<file path="src/blk3_pkg.sv">
// Shared types, constants and mixing functions for the BLAKE3 hash block.
`timescale 1ns / 1ps
package blk3_pkg;

    typedef logic [31:0] t_word;
    typedef t_word [7:0]  t_cv;
    typedef t_word [15:0] t_blk;

    localparam t_cv IV = {32'h5BE0CD19, 32'h1F83D9AB, 32'h9B05688C, 32'h510E527F,
                          32'hA54FF53A, 32'h3C6EF372, 32'hBB67AE85, 32'h6A09E667};

    localparam logic [3:0] PERM [16] = '{4'd2, 4'd6, 4'd3, 4'd10, 4'd7, 4'd0, 4'd4, 4'd13,
                                        4'd1, 4'd11, 4'd12, 4'd5, 4'd9, 4'd14, 4'd15, 4'd8};

    localparam t_word FL_START  = 32'd1;
    localparam t_word FL_END    = 32'd2;
    localparam t_word FL_PARENT = 32'd4;
    localparam t_word FL_ROOT   = 32'd8;

    localparam logic [6:0] BLK_BYTES    = 7'd64;
    localparam logic [3:0] LAST_BLK     = 4'd15;
    localparam logic [2:0] LAST_ROUND   = 3'd6;
    localparam logic [2:0] MAX_BYTES    = 3'd4;
    localparam logic [1:0] LAST_PART    = 2'd3;

    typedef enum logic [1:0] {
        K_FLUSH,
        K_FINAL,
        K_PARENT
    } t_kind;

    typedef struct packed {
        logic       load;
        logic       append;
        logic       start;
        t_kind      kind;
        logic       root;
        logic       commit_blk;
        logic       pop;
        logic       push;
        logic       take_res;
        logic       shift_total;
        logic       clear;
        logic [1:0] part;
    } t_cmd;

    typedef struct packed {
        logic done;
        logic fill_full;
        logic chunk_last_blk;
        logic can_merge;
        logic top_zero;
    } t_stat;

    function automatic t_word rotr16(t_word x);
        return {x[15:0], x[31:16]};
    endfunction

    function automatic t_word rotr12(t_word x);
        return {x[11:0], x[31:12]};
    endfunction

    function automatic t_word rotr8(t_word x);
        return {x[7:0], x[31:8]};
    endfunction

    function automatic t_word rotr7(t_word x);
        return {x[6:0], x[31:7]};
    endfunction

    // G function: returns {d, c, b, a}
    function automatic logic [127:0] g_mix(t_word a, t_word b, t_word c, t_word d,
                                           t_word x, t_word y);
        t_word na, nb, nc, nd;
        na = a + b + x;
        nd = rotr16(d ^ na);
        nc = c + nd;
        nb = rotr12(b ^ nc);
        na = na + nb + y;
        nd = rotr8(nd ^ na);
        nc = nc + nd;
        nb = rotr7(nb ^ nc);
        return {nd, nc, nb, na};
    endfunction

    function automatic t_blk permute(t_blk m);
        t_blk t;
        for (int i = 0; i < 16; i++) begin
            t[i] = m[PERM[i]];
        end
        return t;
    endfunction

endpackage

</file>
<file path="src/blk3_ctrl.sv">
// Controller: sequences byte packing, block and parent compressions and digest output.
`timescale 1ns / 1ps
module blk3_ctrl (
    input  logic             i_clk,
    input  logic             i_rst_n,
    input  logic             i_in_valid,
    input  logic [2:0]       i_byte_count,
    input  logic             i_end_of_message,
    input  logic             i_out_ready,
    input  blk3_pkg::t_stat  i_stat,
    output logic             o_in_ready,
    output logic             o_out_valid,
    output logic [1:0]       o_part_index,
    output logic             o_final_part,
    output blk3_pkg::t_cmd   o_cmd
);

    typedef enum logic [3:0] {
        S_IDLE,
        S_BYTE,
        S_BCMP,
        S_MCHK,
        S_MRD,
        S_MCMP,
        S_FCMP,
        S_FCHK,
        S_FRD,
        S_OUT
    } t_state;

    t_state     r_state, n_state;
    logic [2:0] r_cnt, n_cnt;
    logic       r_last, n_last;
    logic [1:0] r_part, n_part;

    assign o_in_ready   = (r_state == S_IDLE);
    assign o_out_valid  = (r_state == S_OUT);
    assign o_part_index = r_part;
    assign o_final_part = (r_part == blk3_pkg::LAST_PART);

    always_comb begin
        n_state = r_state;
        n_cnt   = r_cnt;
        n_last  = r_last;
        n_part  = r_part;
        o_cmd   = '0;
        o_cmd.kind = blk3_pkg::K_FLUSH;
        o_cmd.part = r_part;
        unique case (r_state)
            S_IDLE: begin
                if (i_in_valid) begin
                    o_cmd.load = 1'b1;
                    n_cnt   = (i_byte_count > blk3_pkg::MAX_BYTES) ? blk3_pkg::MAX_BYTES
                                                               : i_byte_count;
                    n_last  = i_end_of_message;
                    n_state = S_BYTE;
                end
            end
            S_BYTE: begin
                if (r_cnt == '0) begin
                    if (r_last) begin
                        o_cmd.start = 1'b1;
                        o_cmd.kind  = blk3_pkg::K_FINAL;
                        n_state     = S_FCMP;
                    end else begin
                        n_state = S_IDLE;
                    end
                end else if (i_stat.fill_full) begin
                    // compress the full block only once another byte is known
                    o_cmd.start = 1'b1;
                    n_state     = S_BCMP;
                end else begin
                    o_cmd.append = 1'b1;
                    n_cnt        = r_cnt - 1'b1;
                end
            end
            S_BCMP: begin
                if (i_stat.done) begin
                    o_cmd.commit_blk = 1'b1;
                    n_state = i_stat.chunk_last_blk ? S_MCHK : S_BYTE;
                end
            end
            S_MCHK: begin
                if (i_stat.can_merge) begin
                    o_cmd.pop = 1'b1;
                    n_state   = S_MRD;
                end else begin
                    o_cmd.push = 1'b1;
                    n_state    = S_BYTE;
                end
            end
            S_MRD: begin
                o_cmd.start = 1'b1;
                o_cmd.kind  = blk3_pkg::K_PARENT;
                n_state     = S_MCMP;
            end
            S_MCMP: begin
                if (i_stat.done) begin
                    o_cmd.take_res    = 1'b1;
                    o_cmd.shift_total = 1'b1;
                    n_state           = S_MCHK;
                end
            end
            S_FCMP: begin
                if (i_stat.done) begin
                    o_cmd.take_res = 1'b1;
                    n_state        = S_FCHK;
                end
            end
            S_FCHK: begin
                if (!i_stat.top_zero) begin
                    o_cmd.pop = 1'b1;
                    n_state   = S_FRD;
                end else begin
                    n_part  = '0;
                    n_state = S_OUT;
                end
            end
            S_FRD: begin
                o_cmd.start = 1'b1;
                o_cmd.kind  = blk3_pkg::K_PARENT;
                o_cmd.root  = i_stat.top_zero;
                n_state     = S_FCMP;
            end
            S_OUT: begin
                if (i_out_ready) begin
                    if (r_part == blk3_pkg::LAST_PART) begin
                        o_cmd.clear = 1'b1;
                        n_state     = S_IDLE;
                    end else begin
                        n_part = r_part + 1'b1;
                    end
                end
            end
            default: n_state = S_IDLE;
        endcase
    end

    always_ff @(posedge i_clk) begin
        if (!i_rst_n) begin
            r_state <= S_IDLE;
            r_cnt   <= '0;
            r_last  <= 1'b0;
            r_part  <= '0;
        end else begin
            r_state <= n_state;
            r_cnt   <= n_cnt;
            r_last  <= n_last;
            r_part  <= n_part;
        end
    end

endmodule
</file>
<file path="config.mk">
export PLATFORM = sky130hd
export DESIGN_NAME = blk3_ctrl
export DESIGN_NICKNAME = d
export VERILOG_FILES = /design/src/blk3_pkg.sv /design/src/blk3_ctrl.sv
export SDC_FILE = /design/constraint.sdc
export NUM_CORES = 1
export LEC_CHECK = 0
export ABC_AREA = 0
export BUFFER_PORTS_ARGS = -buffer_cell sky130_fd_sc_hd__buf_2
export CAP_MARGIN = 40
export CORE_MARGIN = 3
export CORE_UTILIZATION = 30
export DETAILED_ROUTE_END_ITERATION = 10
export HOLD_SLACK_MARGIN = 0.12
export PLACE_DENSITY = 0.52
export SLEW_MARGIN = 25
export SYNTH_ARGS = -nofsm -noshare
export SYNTH_HDL_FRONTEND = slang
export SYNTH_SLANG_ARGS = --single-unit
</file>
<file path="constraint.sdc">
create_clock -name i_clk -period 2.5 [get_ports i_clk]
set_input_delay 0.25 -clock i_clk [delete_from_list [all_inputs] [get_ports i_clk]]
set_output_delay 0.25 -clock i_clk [all_outputs]
set_load 0.02 [all_outputs]
</file>
==> results by group <==
Synthesis
  – Most used DFF post-synth: dfxtp_1
  – Leading area contributor after synthesis: dfxtp_1
  – Synthesis Warnings: 0
  – Cells after synthesis: 115
  – Count leader, synth: inv_1
  – Seq/Total Area, Yosys: 0.2260
  – Unique masters post-synth: 47
  – Seq cells post-synth: 10
  – Syn_area_per_cell: 7.703 µm²
  – Synthesized area: 885.9 µm²
  – Asr flop ratio synth: 0
  – EDFF count, synth: 0
  – Top cell type's share of synthesized area: 0.2260
  – Top cells by count, synth: 12 x inv_1, 10 x dfxtp_1, 7 x nor2_1
  – Top cells by area, synth: dfxtp_1 23%, inv_1 5.1%, ha_1 4.2%, mux2i_1 3.4%, o21ai_0 3.4%
  – Syn Nets: 131

Die
  – Die H: 60.34 µm
  – Die area: 0.003641 mm²
  – Starting density of the core: 0.3185
  – Core area: 0.002781 mm²
  – Top Ports: 32
  – FP Rows: 19
  – Die X: 60.34 µm

Pwr
  – Combinational power share: 0.629
  – Internal power: 518.6 µW
  – PD cells: 920.1 mW/mm²
  – Sw Ratio: 0.4768
  – Lkg Pwr: 0.0005046 µW
  – Reg power frac: 0.259
  – Sw power: 472.6 µW
  – Clock Power Share: 0.112
  – Largest vdd supply drop: 478.4 µV

Finish
  – Diodes inserted: 0
  – Layout Nets: 161
  – Fillers: 309
  – Share of cells above drive strength 1: 0.2937
  – Finished Cell Area: 0.001077 mm²
  – Syn-to-layout area delta: 21.61%

Worst setup path
  – Crit Path Max Fanout: 17
  – Critical path cell sequence: or4b_4, o32a_4, or3_1, a31oi_1
  – Sum of buffers and inverters on the critical path: 0
  – Critical Path RT: 2690 ps
  – Worst EP arrival: 2280 ps
  – Critical Path End Type: register
  – Crit path largest cell delay: 670 ps
  – R2R depth: 4
  – Crit path kind: register to register
  – R2r endpoint: r_cnt[0]$_SDFFE_PN0P_
  – CP Launch Type: register
  – Worst path top cell family by delay: simple AND/OR/NAND/NOR gates
  – Setup slack, reg-to-reg: 410 ps
  – Worst reg2reg startpoint: r_state[1]$_SDFFE_PN0P_
  – Critical-path top delay cell: or4b_4
  – Crit path depth: 4

STA
  – Final Hold Vio Count: 0
  – RSZ-0062 raised after global routing: no
  – Worst slew pin tran: 566.1 ps
  – Relative slew slack: 0.6173
  – Fin Setup TNS: 0 ps
  – # setup viols final: 0
  – Period utilisation layout: 0.8348
  – Hold WS: 227.2 ps
  – Final max-slew violation count: 0
  – Fin crit period: 2087 ps
  – Final Skew: 0.2474 ps
  – Max Fclk: 0.4792 GHz

CTS
  – Clock latency on the worst-skew pair: 260 ps
  – TritonCTS Sinks: 10
  – CTS buffer count: 3
  – # H-tree levels: 1
  – Clk pin slew, worst setup/hold paths: 70 ps
  – Post-CTS setup buffer count: 0
  – CTS tree: yes
  – Post-CTS Hold Fix Bufs: 0
  – Post-CTS sizing: 0
  – Root buffer cell: clkbuf_4
  – Max clock buf depth: 2

Route
  – Iteration-0 DRC Markers: 42
  – Routed vias/inst: 5.580
  – Antenna-violating nets left: 0
  – Drt total wl: 2508 µm
  – Via count: 971
  – First-pass DRT Iterations: 4
  – DRC violations left: 0
  – Avg WL per Cell: 14.41 µm

Global routing
  – Total track usage: 0.1436
  – Initial antenna violation count: 0
  – Largest net degree at the start of global routing: 20
  – First-pass GRT wire length: 4036 µm
  – Congestion Overflow GR: 0
  – Number of global-route vias before repair: 875

Job
  – Max cap viols: 0

Place
  – Placer Congestion: 0.7819
  – DP Area: 0.001055 mm²
  – Port bufs: 31
  – Detailed placement HPWL: 1856 µm

Worst hold path
  – Hold path startpoint: i_end_of_message
  – Hold EP: r_last$_SDFFE_PN0P_
  – Hold path cells: 3
  – Worst Hold Class: primary input to register

Status
  – Status: completed
logic make-up (layout without fill, tap and decap cells):
kind of cell,count (synthesis),after routing,synth area share
compound gates,30,30,0.2514
xor+xnor,1,1,0.009889
fa+ha+maj,3,3,0.04238
buf+inv,22,50,0.1130
flops,10,10,0.2260
mux,3,3,0.03390
simple gates,46,46,0.3235
metal layers:
layer / part of all wire / wire (µm) / track usage
met5: 0 / 0 / 0
met4: 0.0072 / 18 / 0.04747
met3: 0.051 / 129 / 0.02128
met2: 0.47 / 1183 / 0.2407
met1: 0.47 / 1176 / 0.1885
worst max-delay path by stage:
stage | startpoint | slack, ps | to
finish | r_state[1]$_SDFFE_PN0P_ | 410 | r_cnt[0]$_SDFFE_PN0P_
global route | r_state[2]$_SDFFE_PN0P_ | 290 | o_cmd[13]
CTS | r_state[1]$_SDFFE_PN0P_ | 420 | r_cnt[0]$_SDFFE_PN0P_
detailed placement | r_state[1]$_SDFFE_PN0P_ | 430 | r_cnt[0]$_SDFFE_PN0P_
global placement | r_state[1]$_SDFFE_PN0P_ | 470 | r_cnt[0]$_SDFFE_PN0P_
floorplan | r_state[2]$_SDFFE_PN0P_ | 580 | o_cmd[11]
area by class of cell:
type / instances / area [µm²] / share of cell area
Timing Repair Buffer: 35 / 185.2 / 0.1719
Inverter: 12 / 45.04 / 0.04181
Sequential cell: 10 / 200.2 / 0.1858
Multi-Input combinational cell: 83 / 585.6 / 0.5436
Tap cell: 31 / 38.79 / 0.03600
Clock buffer: 3 / 22.52 / 0.02091
sequential cells by signal, indices dropped and copies added (netlist names):
register      cells
r_cnt             3
r_state           4
r_last            1
o_part_index      2
worst min-delay path, stage by stage:
cell and delay [ps]:
buf_2 100, nand2_1 50, a21oi_1 50
cells in the final DEF, fill, tap and decap left out, types with 2 or more instances in the layout:
| master | synthesis | final |
|---|---|---|
| or3_1 | 3 | 3 |
| and3_1 | 4 | 4 |
| nand3b_1 | 3 | 3 |
| buf_2 | 2 | 31 |
| or4_1 | 2 | 2 |
| nor2_1 | 7 | 7 |
| ha_1 | 3 | 3 |
| a21oi_1 | 5 | 5 |
| clkbuf_4 | 0 | 3 |
| dfxtp_1 | 10 | 10 |
| nand2_1 | 5 | 5 |
| nand4b_1 | 2 | 2 |
| inv_1 | 12 | 12 |
| o21ai_0 | 6 | 6 |
| a211oi_1 | 4 | 4 |
| nor2b_1 | 2 | 2 |
| a31oi_1 | 2 | 2 |
| buf_4 | 2 | 4 |
| nand2b_1 | 4 | 4 |
| nor4b_1 | 2 | 2 |
| mux2i_1 | 3 | 3 |
| nor3_1 | 3 | 3 |
metrics by stage:
stage	power (µW)	instances	worst slack, ps	utilization
5_1_grt	1086	174	285.8	0.3873
3_5_place_dp	879.8	171	426.5	0.3792
3_3_place_gp	875.5	171	465.9	0.3792
4_1_cts	999.9	174	415.9	0.3873
6_report	991.2	174	413.1	0.3873
2_1_floorplan	711.9	115	580.1	-
power by group through the flow:
stage | sequential, µW | combinational, µW | clock [µW]
after global routing | 266 | 696 | 125
after CTS | 256 | 626 | 118
after floorplan | 225 | 487 | 0
after global placement | 259 | 617 | 0
final | 257 | 623 | 111
after detailed placement | 259 | 620 | 0
(Power assumes the default switching activity.)
